--- src/rtl/msfd_pkg.sv ---
// Package for the sync/type/length frame deframer.
// Holds register codes, reset values and the structs passed between modules.
// No dependencies.
package msfd_pkg;

  localparam int unsigned BYTE_W    = 8;
  localparam int unsigned LIMIT_W   = 13;
  localparam int unsigned CFG_W     = 13;
  localparam int unsigned CFG_IDX_W = 2;
  localparam int unsigned LEN_W     = 32;
  localparam int unsigned HCNT_W    = 3;

  localparam int unsigned MAX_LEN_LIMIT_DEF = 4096;

  localparam logic [BYTE_W-1:0]  SYNC_RST     = 8'hAA;
  localparam logic [BYTE_W-1:0]  TYPE_ONE_RST = 8'h41;
  localparam logic [BYTE_W-1:0]  TYPE_TWO_RST = 8'h43;
  localparam logic [LIMIT_W-1:0] LIMIT_RST    = 13'd4096;

  // header bytes: type byte then four length bytes
  localparam logic [HCNT_W-1:0] HDR_LAST = 3'd4;

  typedef enum logic [CFG_IDX_W-1:0] {
    REG_SYNC_VALUE    = 2'd0,
    REG_TYPE_CODE_ONE = 2'd1,
    REG_TYPE_CODE_TWO = 2'd2,
    REG_LENGTH_LIMIT  = 2'd3
  } reg_idx_t;

  typedef enum logic [2:0] {
    PH_HUNT    = 3'b001,
    PH_HEADER  = 3'b010,
    PH_PAYLOAD = 3'b100
  } phase_t;

  typedef struct packed {
    logic [BYTE_W-1:0]  sync_value;
    logic [BYTE_W-1:0]  type_code_one;
    logic [BYTE_W-1:0]  type_code_two;
    logic [LIMIT_W-1:0] length_limit;
  } cfg_t;

  typedef struct packed {
    logic [BYTE_W-1:0] frame_kind;
    logic [BYTE_W-1:0] payload_byte;
    logic              is_first;
    logic              is_last;
    logic              is_empty;
  } result_t;

endpackage

--- src/rtl/msfd_cfg_regs.sv ---
// Configuration register file of the frame deframer.
// Plain write port, no read-back. Depends on msfd_pkg.
module msfd_cfg_regs (
  input  logic                             clk,
  input  logic                             rst_n,
  input  logic                             cfg_we,
  input  logic [msfd_pkg::CFG_IDX_W-1:0]   cfg_index,
  input  logic [msfd_pkg::CFG_W-1:0]       cfg_wdata,
  output msfd_pkg::cfg_t                   cfg
);

  msfd_pkg::cfg_t cfg_r, cfg_nxt;

  always_comb begin
    cfg_nxt = cfg_r;
    if (cfg_we) begin
      unique case (msfd_pkg::reg_idx_t'(cfg_index))
        msfd_pkg::REG_SYNC_VALUE:    cfg_nxt.sync_value    = cfg_wdata[msfd_pkg::BYTE_W-1:0];
        msfd_pkg::REG_TYPE_CODE_ONE: cfg_nxt.type_code_one = cfg_wdata[msfd_pkg::BYTE_W-1:0];
        msfd_pkg::REG_TYPE_CODE_TWO: cfg_nxt.type_code_two = cfg_wdata[msfd_pkg::BYTE_W-1:0];
        msfd_pkg::REG_LENGTH_LIMIT:  cfg_nxt.length_limit  = cfg_wdata[msfd_pkg::LIMIT_W-1:0];
        default: ;
      endcase
    end
  end

  always_ff @(posedge clk) begin
    if (!rst_n) begin
      cfg_r.sync_value    <= msfd_pkg::SYNC_RST;
      cfg_r.type_code_one <= msfd_pkg::TYPE_ONE_RST;
      cfg_r.type_code_two <= msfd_pkg::TYPE_TWO_RST;
      cfg_r.length_limit  <= msfd_pkg::LIMIT_RST;
    end else begin
      cfg_r <= cfg_nxt;
    end
  end

  assign cfg = cfg_r;

endmodule

--- src/rtl/msfd_parser.sv ---
// Frame parser: hunt / header / payload state machine, one byte per step.
// Produces at most one result per byte. Depends on msfd_pkg.
module msfd_parser #(
  parameter int unsigned MAX_LEN_LIMIT = msfd_pkg::MAX_LEN_LIMIT_DEF
) (
  input  logic                         clk,
  input  logic                         rst_n,
  input  msfd_pkg::cfg_t               cfg,
  input  logic                         step,
  input  logic [msfd_pkg::BYTE_W-1:0]  rx_byte,
  output logic                         res_valid,
  output msfd_pkg::result_t            res
);

  localparam int unsigned BL_W = $clog2(MAX_LEN_LIMIT + 1);
  localparam logic [msfd_pkg::LEN_W-1:0] MAX_LIM = msfd_pkg::LEN_W'(MAX_LEN_LIMIT);

  msfd_pkg::phase_t                  phase_r, phase_nxt;
  logic [msfd_pkg::HCNT_W-1:0]       hcnt_r, hcnt_nxt;
  logic [msfd_pkg::BYTE_W-1:0]       kind_r, kind_nxt;
  logic [msfd_pkg::LEN_W-1:0]        accum_r, accum_nxt;
  logic [BL_W-1:0]                   left_r, left_nxt;
  logic                              first_r, first_nxt;

  logic [msfd_pkg::LEN_W-1:0]        accum_sh;
  logic [msfd_pkg::LEN_W-1:0]        lim_eff;
  logic                              kind_ok;
  logic                              last;

  assign accum_sh = {accum_r[msfd_pkg::LEN_W-msfd_pkg::BYTE_W-1:0], rx_byte};
  assign lim_eff  = (msfd_pkg::LEN_W'(cfg.length_limit) < MAX_LIM)
                    ? msfd_pkg::LEN_W'(cfg.length_limit) : MAX_LIM;
  assign kind_ok  = (kind_r == cfg.type_code_one) || (kind_r == cfg.type_code_two);
  assign last     = (left_r <= BL_W'(1));

  always_comb begin
    phase_nxt = phase_r;
    hcnt_nxt  = hcnt_r;
    kind_nxt  = kind_r;
    accum_nxt = accum_r;
    left_nxt  = left_r;
    first_nxt = first_r;
    res_valid = 1'b0;
    res       = '0;
    res.frame_kind = kind_r;
    if (step) begin
      unique case (phase_r)
        msfd_pkg::PH_HEADER: begin
          if (hcnt_r == '0) begin
            kind_nxt = rx_byte;
            hcnt_nxt = msfd_pkg::HCNT_W'(1);
          end else begin
            accum_nxt = accum_sh;
            hcnt_nxt  = hcnt_r + msfd_pkg::HCNT_W'(1);
            if (hcnt_r == msfd_pkg::HDR_LAST) begin
              hcnt_nxt = '0;
              if (!kind_ok || (accum_sh > lim_eff)) begin
                phase_nxt = msfd_pkg::PH_HUNT;
              end else if (accum_sh == '0) begin
                // zero-length frame: single empty-marked result
                phase_nxt    = msfd_pkg::PH_HUNT;
                res_valid    = 1'b1;
                res.is_first = 1'b1;
                res.is_last  = 1'b1;
                res.is_empty = 1'b1;
              end else begin
                left_nxt  = accum_sh[BL_W-1:0];
                first_nxt = 1'b1;
                phase_nxt = msfd_pkg::PH_PAYLOAD;
              end
            end
          end
        end
        msfd_pkg::PH_PAYLOAD: begin
          res_valid        = 1'b1;
          res.payload_byte = rx_byte;
          res.is_first     = first_r;
          res.is_last      = last;
          first_nxt        = 1'b0;
          if (last) begin
            left_nxt  = '0;
            phase_nxt = msfd_pkg::PH_HUNT;
          end else begin
            left_nxt = left_r - BL_W'(1);
          end
        end
        default: begin
          phase_nxt = msfd_pkg::PH_HUNT;
          if (rx_byte == cfg.sync_value) begin
            phase_nxt = msfd_pkg::PH_HEADER;
            hcnt_nxt  = '0;
            accum_nxt = '0;
          end
        end
      endcase
    end
  end

  always_ff @(posedge clk) begin
    if (!rst_n) begin
      phase_r <= msfd_pkg::PH_HUNT;
      hcnt_r  <= '0;
      kind_r  <= '0;
      accum_r <= '0;
      left_r  <= '0;
      first_r <= 1'b1;
    end else begin
      phase_r <= phase_nxt;
      hcnt_r  <= hcnt_nxt;
      kind_r  <= kind_nxt;
      accum_r <= accum_nxt;
      left_r  <= left_nxt;
      first_r <= first_nxt;
    end
  end

endmodule

--- src/rtl/msfd_out_reg.sv ---
// Result register of the frame deframer: holds one beat until the receiver takes it.
// Depends on msfd_pkg.
module msfd_out_reg (
  input  logic               clk,
  input  logic               rst_n,
  input  logic               push,
  input  msfd_pkg::result_t  push_res,
  output logic               can_take,
  input  logic               out_stall,
  output logic               out_valid,
  output msfd_pkg::result_t  out_res
);

  logic              valid_r;
  msfd_pkg::result_t res_r;

  // free when empty or when the held beat leaves this cycle
  assign can_take = !valid_r || !out_stall;

  always_ff @(posedge clk) begin
    if (!rst_n) begin
      valid_r <= 1'b0;
    end else if (can_take) begin
      valid_r <= push;
    end
  end

  always_ff @(posedge clk) begin
    if (can_take && push) begin
      res_r <= push_res;
    end
  end

  assign out_valid = valid_r;
  assign out_res   = res_r;

endmodule

--- src/rtl/magic_sync_frame_deframer_unit.sv ---
// Usage
// Sync-byte / type / length frame deframer, top level.
// Input channel: in_valid, in_stall, in_rx_byte; one received byte per beat.
// Result channel: out_valid, out_stall and the result fields; one beat per
// payload byte of an accepted frame, one empty-marked beat for a
// zero-length frame, nothing for hunt and header bytes.
// Configuration: cfg_we, cfg_index, cfg_wdata, written while idle.
// A byte is accepted into an input register, then parsed, and its result (if
// any) is loaded into the output register; a stall can hold the byte in the
// input register in between. One byte is taken per cycle while the receiver
// does not stall, the rate being set by the single parse step between the two registers.
// When the receiver stalls with a result held, the input register holds its
// byte and in_stall rises; nothing is dropped.
// Reset (rst_n low, synchronous) clears both registers' valid flags, puts
// the parser back to hunting and loads the register reset values.
// Depends on msfd_pkg, msfd_cfg_regs, msfd_parser, msfd_out_reg.
module magic_sync_frame_deframer_unit #(
  parameter int unsigned MAX_LEN_LIMIT = msfd_pkg::MAX_LEN_LIMIT_DEF
) (
  input  logic                            clk,
  input  logic                            rst_n,
  input  logic                            in_valid,
  output logic                            in_stall,
  input  logic [msfd_pkg::BYTE_W-1:0]     in_rx_byte,
  output logic                            out_valid,
  input  logic                            out_stall,
  output logic [msfd_pkg::BYTE_W-1:0]     out_frame_kind,
  output logic [msfd_pkg::BYTE_W-1:0]     out_payload_byte,
  output logic                            out_is_first,
  output logic                            out_is_last,
  output logic                            out_is_empty,
  input  logic                            cfg_we,
  input  logic [msfd_pkg::CFG_IDX_W-1:0]  cfg_index,
  input  logic [msfd_pkg::CFG_W-1:0]      cfg_wdata
);

  msfd_pkg::cfg_t              cfg;
  msfd_pkg::result_t           p_res;
  msfd_pkg::result_t           o_res;
  logic                        p_valid;
  logic                        can_take;
  logic                        step;
  logic                        in_v_r;
  logic [msfd_pkg::BYTE_W-1:0] in_byte_r;

  assign step     = in_v_r && can_take;
  assign in_stall = in_v_r && !can_take;

  always_ff @(posedge clk) begin
    if (!rst_n) begin
      in_v_r <= 1'b0;
    end else if (!in_stall) begin
      in_v_r <= in_valid;
    end
  end

  always_ff @(posedge clk) begin
    if (!in_stall && in_valid) begin
      in_byte_r <= in_rx_byte;
    end
  end

  msfd_cfg_regs u_cfg (
    .clk       (clk),
    .rst_n     (rst_n),
    .cfg_we    (cfg_we),
    .cfg_index (cfg_index),
    .cfg_wdata (cfg_wdata),
    .cfg       (cfg)
  );

  msfd_parser #(
    .MAX_LEN_LIMIT (MAX_LEN_LIMIT)
  ) u_parser (
    .clk       (clk),
    .rst_n     (rst_n),
    .cfg       (cfg),
    .step      (step),
    .rx_byte   (in_byte_r),
    .res_valid (p_valid),
    .res       (p_res)
  );

  msfd_out_reg u_out (
    .clk       (clk),
    .rst_n     (rst_n),
    .push      (p_valid),
    .push_res  (p_res),
    .can_take  (can_take),
    .out_stall (out_stall),
    .out_valid (out_valid),
    .out_res   (o_res)
  );

  assign out_frame_kind   = o_res.frame_kind;
  assign out_payload_byte = o_res.payload_byte;
  assign out_is_first     = o_res.is_first;
  assign out_is_last      = o_res.is_last;
  assign out_is_empty     = o_res.is_empty;

endmodule
--- config.mk ---
export PLATFORM = sky130hd
export DESIGN_NAME = magic_sync_frame_deframer_unit
export DESIGN_NICKNAME = d
export VERILOG_FILES = /design/src/rtl/msfd_pkg.sv /design/src/rtl/msfd_cfg_regs.sv /design/src/rtl/msfd_parser.sv /design/src/rtl/msfd_out_reg.sv /design/src/rtl/magic_sync_frame_deframer_unit.sv
export SDC_FILE = /design/constraint.sdc
export NUM_CORES = 1
export LEC_CHECK = 0
export ABC_AREA = 1
export BUFFER_PORTS_ARGS = -buffer_cell sky130_fd_sc_hd__buf_4
export CORE_UTILIZATION = 60
export CTS_CLUSTER_DIAMETER = 120
export DETAILED_ROUTE_END_ITERATION = 10
export GPL_TIMING_DRIVEN = 0
export PLACE_DENSITY = 0.8
export SLEW_MARGIN = 20
export SYNTH_ARGS = -nofsm -noshare
export SYNTH_HDL_FRONTEND = slang
export SYNTH_HIERARCHICAL = 1
export SYNTH_SLANG_ARGS = --single-unit
--- constraint.sdc ---
create_clock -name clk -period 4.32 [get_ports clk]
set_input_delay 0.216 -clock clk [delete_from_list [all_inputs] [get_ports clk]]
set_output_delay 0.216 -clock clk [all_outputs]
set_load 0.01 [all_outputs]
==> flow_metrics.py, run 1 <==
metrics = {
    "synth": {
        "synthCells": 870,
        "syn-num-nets": 915,
        "ys_types": 37,
        "synth-seq-area-share": 0.4263,
        "avgSynthCellArea_um2": 7.099,
        "syn_area_um2": 6176,
        "ys_seq_elements": 118,
        "ys_warn_count": 6,
    },
    "hold_path": {
        "min_path_type": "in -> reg",
        "hp-start": "cfg_index[0]",
        "holdPathStages": 3,
        "worstHoldEndpoint": "u_cfg/cfg[27]",
    },
    "clock_network": {
        "postCtsSetupBuffers": 0,
        "clock-sinks": 118,
        "max-clock-path-buffers": 2,
        "clkLatencyLatePin_ns": 0.52,
        "path_clk_slew_ns": 0.06,
        "cts_made_buffers": 17,
        "cts_resized": 0,
        "cts_htree_levels": 4,
        "cts_tree": "done",
        "root_buffer": "clkbuf_8",
        "cts_hold_buf": 24,
    },
    "floorplanning": {
        "io_pins": 49,
        "die_area_um2": 10700,
        "die_y_um": 103.5,
        "die_w_um": 103.5,
        "fp-row-count": 36,
        "initial_core_util": 0.6261,
        "core-area_um2": 9864,
    },
    "critical_path": {
        "crit_path_max_fanout": 15,
        "rr_endpoint": "u_out/out_res[7]",
        "worstPathRequired_ns": 4.54,
        "cp-end-kind": "flop",
        "cp.arrival_ns": 3.37,
        "r2r_cells": 15,
        "reg2reg_setup_slack_ns": 1.17,
        "critPathLaunchType": "flop",
        "critical_path_class": "reg -> reg",
        "r2r-start": "u_cfg/cfg[12]",
    },
    "placed_design": {
        "dp_worst_setup_slack_ns": 1.287,
        "dp_hpwl_um": 10890,
        "port_buffers": 47,
        "gp_congestion": 0.9262,
    },
    "sta": {
        "worstMarginPinSlew_ns": 0.5661,
        "min_period_over_period": 0.7296,
        "fin_crit_ns": 3.152,
        "rsz0062_at_grt": "no",
        "hold_viol": 0,
        "tns_ns": 0,
        "worst_slack_ns": 1.168,
        "fin_skew_ns": 0.006452,
        "drv_slew": 0,
        "setup_viol": 0,
        "timing.fmax_ghz": 0.3173,
        "relSlewSlack": 0.6226,
    },
    "cells_and_area": {
        "area_delta_synth_final_pct": 22.69,
        "final_cell_mix": "nand2_1 (245), nor2_1 (146), inv_1 (109)",
        "nets": 1006,
        "fillerInstances": 725,
        "diodes": 0,
        "drive_gt1_frac": 0.1273,
        "mostFrequentLayoutCell": "nand2_1",
    },
    "grt": {
        "grt_max_degree": 17,
        "antenna_found_initial": 0,
        "grt_first_pass_wirelength_um": 25960,
        "track_usage": 0.3239,
        "grt.overflow.total": 0,
        "grt_pass1_vias": 5611,
    },
    "route": {
        "avgViaCountPerCell": 5.348,
        "wl_per_cell_um": 14.69,
        "postRouteAntennaNets": 0,
        "vias": 5920,
        "route.detailed.drc": 0,
        "first_iter_violations": 530,
        "drtPass1Iterations": 6,
        "totalWireLength_um": 16260,
    },
    "power": {
        "p_leak_uw": 0.003686,
        "p_per_area_nw_per_um2": 381.5,
        "peakVddDrop_mv": 0.2251,
    },
    "outcome": {
        "outcome": "completed",
    },
    "flow_run": {
        "cap_violations": 0,
    },
}
==> synth_stat cells <==
master    instances  area share
a21o_1            1      0.0012
a21oi_1          39       0.032
a21oi_2           1      0.0014
a22oi_1           7      0.0085
and3_1            1      0.0010
buf_2            12      0.0097
buf_4             3      0.0036
buf_6             8       0.015
buf_8             1      0.0024
clkbuf_1         11      0.0067
clkinv_1          1     0.00061
dfxtp_1          91        0.29
edfxtp_1         27        0.13
ha_1             17       0.034
inv_1           109       0.066
inv_2             6      0.0036
nand2_1         245        0.15
nand2_2           4      0.0041
nand2_4           1      0.0018
nand3_1          64       0.052
nand3_2           2      0.0032
nand3_4           2      0.0057
nand3b_1          1      0.0012
nand4_1          14       0.014
nor2_1          146       0.089
nor2_2            1      0.0010
nor2_4            2      0.0036
nor3_1           11      0.0089
nor3_2            2      0.0032
nor4_1            1      0.0010
o21ai_0           4      0.0032
o21ai_1           1     0.00081
o21bai_1          1      0.0012
o22ai_1           3      0.0030
or2_0             1      0.0010
xnor2_1          14       0.020
xor2_1           15       0.021
==> layer usage <==
layer  track usage  wire length (um)  vias to the layer above
met4        0.1723               555                        0
li1              -                 -                     2904
met3       0.06384              1386                       45
met5             0                 0                        -
met1        0.4039              6670                     2680
met2        0.5308              7645                      291
==> area by class of cell <==
type,count,area (um2),area share
tap,133,166.4,0.02196
buffer,35,229.0,0.03022
sequential,118,2633,0.3474
timing repair buffer,72,604.3,0.07976
inverter,116,435.4,0.05746
clock buffer,19,421.7,0.05565
clock inverter,13,205.2,0.02708
multi-input combinational,601,2883,0.3804
==> worst max path at each step <==
| stage | start | cells after the start | end | slack, ns |
|---|---|---|---|---|
| after floorplan | u_cfg/cfg[12] | 17 | u_out/out_res[0] | 1.08 |
| after global placement | u_cfg/cfg[12] | 17 | u_out/out_res[15] | 0.46 |
| after detailed placement | u_cfg/cfg[12] | 15 | u_out/out_res[15] | 1.29 |
| after CTS | u_cfg/cfg[12] | 15 | u_out/out_res[18] | 1.26 |
| after global routing | u_cfg/cfg[12] | 18 | u_out/out_res[13] | 0.84 |
| final | u_cfg/cfg[12] | 15 | u_out/out_res[7] | 1.17 |
==> metrics by stage <==
| step | std cells | hold WS (ns) | util | power (uW) | area, um2 |
|---|---|---|---|---|---|
| 4_1_cts | 1107 | 0.04018 | 0.7681 | 2898 | 7577 |
| 3_5_place_dp | 1051 | 0.3953 | 0.6802 | 1392 | 6710 |
| 5_1_grt | 1107 | 0.06936 | 0.7681 | 2976 | 7577 |
| 2_1_floorplan | 870 | 0.3149 | - | 1320 | 6176 |
| 6_report | 1107 | 0.05914 | 0.7681 | 2891 | 7577 |
| 3_3_place_gp | 1050 | 0.3939 | 0.6787 | 1383 | 6695 |
==> logic make-up (layout without fill, tap and decap cells) <==
kind of cell / Yosys count / count (layout) / share of synthesized area
XOR/XNOR: 29 / 29 / 0.04113
adder cells (fa/ha/maj): 17 / 17 / 0.03444
AO/OA/AOI/OAI: 57 / 57 / 0.05105
buffers and inverters: 151 / 255 / 0.1076
AND/OR/NAND/NOR: 498 / 498 / 0.3395
flip-flops: 118 / 118 / 0.4263
==> sequential cells by signal (all words and copies together) (netlist names) <==
register          cells
u_parser/hcnt_r       3
in_byte_r             8
u_out/out_valid       1
u_parser/accum_r     24
u_parser/kind_r       8
u_cfg/cfg            37
u_out/out_res        19
u_parser/phase_r      3
u_parser/first_r      1
u_parser/left_r      13
in_v_r                1
==> power breakdown <==
part,internal (uW),total (uW),switching [uW]
logic,88.5,211,123
registers,1150,1190,31.7
clock network,992,1490,502
total,2230,2890,656
==> worst max-delay path: stages (launching register included) <==
cell and delay, ns:
dfxtp_1 0.34, inv_1 0.11, clkbuf_1 0.36, nand2_1 0.11
ha_1 0.32, nand2_1 0.07, nor3_1 0.26, nand3_1 0.12
nand2_1 0.17, nand3_1 0.19, nand2_1 0.10, nand2_1 0.10
inv_1 0.07, inv_1 0.06, a21oi_2 0.26, buf_6 0.22
No activity file was read; power rests on OpenSTA's default activity.
==> run 2: changes to the inputs <==
==> constraint.sdc (replaced) <==
create_clock -name clk -period 3.14 [get_ports clk]
set_input_delay 0.157 -clock clk [delete_from_list [all_inputs] [get_ports clk]]
set_output_delay 0.157 -clock clk [all_outputs]
set_load 0.01 [all_outputs]
==> flow_metrics.py, run 2 (same netlist as run 1, synthesis figures left out) <==
metrics = {
    "sta": {
        "hold_viol": 0,
        "setup_viol": 0,
        "tns_ns": 0,
        "fin_skew_ns": 0.007558,
        "hold_ws_ns": 0.04130,
        "timing.fmax_ghz": 0.3469,
        "worstMarginPinSlew_ns": 0.5638,
        "min_period_over_period": 0.9182,
        "fin_crit_ns": 2.883,
        "relSlewSlack": 0.6242,
        "drv_slew": 0,
        "rsz0062_at_grt": "no",
    },
    "grt": {
        "track_usage": 0.3336,
        "antenna_found_initial": 0,
        "grt_pass1_vias": 5723,
        "grt_first_pass_wirelength_um": 26770,
        "grt.overflow.total": 0,
        "grt_max_degree": 20,
    },
    "placed_design": {
        "gp_congestion": 0.9290,
        "dp_hpwl_um": 11120,
        "place_area_um2": 6699,
        "port_buffers": 47,
    },
    "clock_network": {
        "cts_tree": "done",
        "root_buffer": "clkbuf_8",
        "cts_htree_levels": 4,
        "clock-sinks": 118,
        "max-clock-path-buffers": 2,
        "path_clk_slew_ns": 0.06,
        "clkLatencyLatePin_ns": 0.52,
        "cts_made_buffers": 17,
    },
    "route": {
        "vias": 5949,
        "postRouteAntennaNets": 0,
        "avgViaCountPerCell": 5.374,
        "wl_per_cell_um": 14.91,
        "totalWireLength_um": 16510,
        "route.detailed.drc": 0,
        "first_iter_violations": 497,
        "drtPass1Iterations": 5,
    },
    "power": {
        "p_clk_frac": 0.515,
        "p_leak_uw": 0.003690,
        "peakVddDrop_mv": 0.3489,
        "pwr-share-comb": 0.074,
        "sw_frac_of_total": 0.2269,
        "intPower_uw": 3073,
        "seqPwrFrac": 0.411,
        "p_sw_uw": 901.8,
        "p_per_area_nw_per_um2": 523.3,
    },
    "cells_and_area": {
        "nets": 1006,
        "drive_gt1_frac": 0.1263,
        "largest_reg_flops": 37,
        "diodes": 0,
        "final_area_um2": 7596,
        "fillerInstances": 732,
        "area_delta_synth_final_pct": 22.99,
        "final_cell_mix": "nand2_1 (245), nor2_1 (146), inv_1 (109)",
        "mostFrequentLayoutCell": "nand2_1",
    },
    "critical_path": {
        "crit_path_top_delay_cell": "dfxtp_1",
        "worstPathCellList": "inv_1 -> nand2_1 -> ha_1 -> nand2_1 -> inv_1 -> o21bai_1 -> nand2_1 -> a21oi_1 -> nand2_1 -> nand2_1 -> nand3_1 -> nand2_1 -> nand2_1 -> inv_1 -> inv_1 -> a21oi_4 -> buf_12",
        "path_common_cell": "nand2_1",
        "critPathLaunchType": "flop",
        "worstPathRequired_ns": 3.36,
        "critical_path_class": "reg -> reg",
        "cp_slowest_stage_delay_ns": 0.34,
        "crit_path_max_fanout": 19,
        "cp.arrival_ns": 3.11,
        "cp-end-kind": "flop",
    },
    "floorplanning": {
        "fp-row-count": 36,
        "io_pins": 49,
        "die_w_um": 103.5,
        "die_y_um": 103.5,
        "die_area_um2": 10700,
        "core-area_um2": 9864,
        "initial_core_util": 0.6261,
    },
    "flow_run": {
        "cap_violations": 0,
    },
    "outcome": {
        "outcome": "completed",
    },
    "hold_path": {
        "min_path_type": "in -> reg",
    },
}
==> run 2: cell count changes in the layout (fill, tap and decap cells not counted), moves of 2 or more <==
| cell | before | now |
|---|---|---|
| clkinv_1 | 1 | 3 |
| inv_6 | 0 | 2 |
| clkbuf_1 | 13 | 11 |
| clkinv_4 | 2 | 0 |
==> run 2: worst max-delay path: cells and delay by family (launching register included) <==
| family | cells | cell delay, ns |
|---|---|---|
| buffers and inverters | 5 | 0.65 |
| AOI/OAI and AO/OA | 3 | 0.41 |
| adders and majority gates | 1 | 0.32 |
| and+or+nand+nor | 8 | 0.87 |
| DFF | 1 | 0.34 |
==> run 2: metrics by stage <==
| step | instances | util | total power [uW] | setup WS, ns |
|---|---|---|---|---|
| after floorplan | 870 | - | 1816 | 0.3180 |
| after global placement | 1050 | 0.6791 | 1903 | -0.2136 |
| after detailed placement | 1050 | 0.6791 | 1917 | -0.3019 |
| after CTS | 1108 | 0.7704 | 3987 | 0.1690 |
| after global routing | 1107 | 0.7700 | 4104 | 0.03009 |
| final | 1107 | 0.7700 | 3975 | 0.2570 |
==> run 2: area by class of cell <==
cell class / count / area [um2] / share of cell area
multi-input combinational: 601 / 2890 / 0.3805
sequential: 118 / 2633 / 0.3466
timing repair buffer: 73 / 623.1 / 0.08203
buffer: 34 / 225.2 / 0.02965
inverter: 116 / 435.4 / 0.05732
clock inverter: 14 / 205.2 / 0.02701
tap: 133 / 166.4 / 0.02191
clock buffer: 18 / 417.9 / 0.05502
==> run 2: worst paths after layout <==
path / from / to / slack (ns) / cells past startpoint
worst max-delay path: u_cfg/cfg[12] / u_out/out_res[1] / 0.26 / 17
worst min-delay path: cfg_index[1] / u_cfg/cfg[14] / 0.04 / 3
worst max register to register: u_cfg/cfg[12] / u_out/out_res[1] / 0.26 / 17
worst min register to register: u_cfg/cfg[14] / u_cfg/cfg[14] / 0.48 / 2
==> run 2: routing by layer <==
metal,global-route usage,wire [um]
met2,0.5599,7810
met4,0.1647,643
met3,0.09207,1308
met1,0.3935,6747
met5,0,0
==> run 2: repair_timing <==
action                                  CTS  global route
endpoints found under the hold margin    43             0
resized for setup                         1             0
endpoints found under the setup margin   19            19
buffers inserted                          1             0
hold buffers                             25             0
==> run 2: power groups by stage <==
stage | clock (uW) | combinational, uW | sequential, uW
CTS | 2070 | 285 | 1630
global placement | 0 | 242 | 1660
global route | 2140 | 325 | 1640
detailed placement | 0 | 255 | 1660
finish | 2050 | 296 | 1630
floorplan | 0 | 173 | 1640
==> run 3: changes to the inputs <==
--- a/config.mk
+++ b/config.mk
@@ -7,6 +7,7 @@
 export LEC_CHECK = 0
 export ABC_AREA = 1
 export BUFFER_PORTS_ARGS = -buffer_cell sky130_fd_sc_hd__buf_4
+export CORE_ASPECT_RATIO = 1.75
 export CORE_UTILIZATION = 60
 export CTS_CLUSTER_DIAMETER = 120
 export DETAILED_ROUTE_END_ITERATION = 10
==> constraint.sdc (replaced) <==
create_clock -name clk -period 3.17 [get_ports clk]
set_input_delay 0.1585 -clock clk [delete_from_list [all_inputs] [get_ports clk]]
set_output_delay 0.1585 -clock clk [all_outputs]
set_load 0.01 [all_outputs]
==> flow_metrics.py, run 3 (same netlist as run 1, synthesis figures left out) <==
metrics = {
    "outcome": {
        "outcome": "completed",
    },
    "grt": {
        "antenna_found_initial": 0,
        "grt_pass1_vias": 5918,
        "track_usage": 0.3452,
        "grt_first_pass_wirelength_um": 27690,
        "grt_max_degree": 17,
        "grt.overflow.total": 0,
    },
    "route": {
        "vias": 6011,
        "first_iter_violations": 401,
        "drtPass1Iterations": 5,
        "wl_per_cell_um": 16.14,
        "totalWireLength_um": 17560,
        "route.detailed.drc": 0,
        "avgViaCountPerCell": 5.525,
        "postRouteAntennaNets": 0,
    },
    "flow_run": {
        "cap_violations": 0,
    },
    "floorplanning": {
        "die_y_um": 136.2,
        "die_w_um": 78.70,
        "initial_core_util": 0.6232,
        "die_area_um2": 10720,
        "fp-row-count": 48,
        "core-area_um2": 9910,
        "io_pins": 49,
    },
    "cells_and_area": {
        "mostFrequentLayoutCell": "nand2_1",
        "fillerInstances": 794,
        "finalNonFillerCells": 1088,
        "diodes": 0,
        "final_cell_mix": "nand2_1 (245), nor2_1 (146), inv_1 (109)",
        "drive_gt1_frac": 0.1308,
        "area_delta_synth_final_pct": 20.32,
        "largest_reg_flops": 37,
        "nets": 995,
    },
    "hold_path": {
        "min_path_type": "in -> reg",
    },
    "placed_design": {
        "gp_congestion": 0.9818,
        "port_buffers": 47,
        "dp_hpwl_um": 12430,
        "dp.cells": 1042,
        "dp_worst_setup_slack_ns": -0.3053,
    },
    "sta": {
        "fin_skew_ns": 0.008450,
        "fin_crit_ns": 2.974,
        "relSlewSlack": 0.5946,
        "hold_viol": 0,
        "drv_slew": 0,
        "setup_viol": 0,
        "rsz0062_at_grt": "no",
        "worst_slack_ns": 0.1958,
        "timing.fmax_ghz": 0.3362,
        "hold_ws_ns": 0.01931,
        "worstMarginPinSlew_ns": 0.6081,
        "min_period_over_period": 0.9382,
    },
    "power": {
        "peakVddDrop_mv": 0.4935,
        "p_leak_uw": 0.003624,
        "p_per_area_nw_per_um2": 509.7,
    },
    "clock_network": {
        "cts_tree": "done",
        "cts_made_buffers": 17,
        "cts_htree_levels": 4,
        "path_clk_slew_ns": 0.06,
        "clkLatencyLatePin_ns": 0.42,
        "max-clock-path-buffers": 2,
        "clock-sinks": 118,
        "root_buffer": "clkbuf_16",
    },
    "critical_path": {
        "rr_endpoint": "u_out/out_res[13]",
        "r2r_cells": 14,
        "endpoint": "u_out/out_res[13]",
        "reg2reg_setup_slack_ns": 0.20,
        "cp-end-kind": "flop",
        "worstPathRequired_ns": 3.30,
        "crit_path_start": "u_cfg/cfg[12]",
        "r2r-start": "u_cfg/cfg[12]",
        "crit_path_max_fanout": 15,
        "critical_path_class": "reg -> reg",
        "critPathLaunchType": "flop",
        "cp.arrival_ns": 3.10,
    },
}
-- run 3: per-layer routing --
metal	global-route usage	share of wire
met1	0.3215	0.34
met2	0.6478	0.54
met3	0.07248	0.052
met4	0.2469	0.065
met5	0	0
-- run 3: layout make-up --
class                      count  area (um2)  area share
tap                          125       156.4     0.02105
clock inverter                14       151.4     0.02037
clock buffer                  18       429.2     0.05775
multi-input combinational    601        2890      0.3890
buffer                        34       225.2     0.03031
sequential                   118        2633      0.3543
inverter                     116       435.4     0.05860
timing repair buffer          62       510.5     0.06870
-- run 3: through the flow --
stage | power, uW | TNS (ns) | cell area, um2 | util
3_3_place_gp | 1889 | -4.683 | 6689 | 0.6750
5_1_grt | 3898 | 0 | 7431 | 0.7499
2_1_floorplan | 1799 | 0 | 6180 | -
3_5_place_dp | 1900 | -5.785 | 6689 | 0.6750
6_report | 3788 | 0 | 7431 | 0.7499
4_1_cts | 3785 | 0 | 7435 | 0.7503
-- run 3: power breakdown --
part | switching, uW | total (uW) | leakage, uW | internal (uW)
combinational | 170 | 283 | 0.00232 | 112
clock | 728 | 1890 | 0.000281 | 1160
sequential | 42.3 | 1610 | 0.00102 | 1570
-- run 3: worst min path at each step --
stage / start / to / slack [ns] / depth (start not counted)
2_1_floorplan: in_rx_byte[0] / in_byte_r[0] / 0.26 / 0
3_3_place_gp: in_rx_byte[3] / in_byte_r[3] / 0.34 / 1
3_5_place_dp: in_rx_byte[5] / in_byte_r[5] / 0.34 / 1
4_1_cts: cfg_wdata[0] / u_cfg/cfg[0] / 0.004 / 3
5_1_grt: cfg_wdata[6] / u_cfg/cfg[6] / 0.02 / 3
6_report: cfg_wdata[0] / u_cfg/cfg[0] / 0.02 / 3
-- run 3: timing repair --
item                                    in CTS  in global routing
hold buffers                                13                  0
resized for setup                            1                  0
hold endpoints to repair                    13                  0
setup buffers                                2                  0
endpoints found under the setup margin      19                 19
-- run 3: critical path, cell delays in order (launching register included) --
cell     delay (ns)
dfxtp_1        0.32
inv_1          0.30
nand2_1        0.11
ha_1           0.32
nand2_1        0.07
nor3_1         0.34
nand3_1        0.16
nand2_1        0.24
nand3_1        0.18
nand2_1        0.09
nand2_1        0.08
inv_1          0.06
inv_1          0.08
a21oi_4        0.17
buf_12         0.17
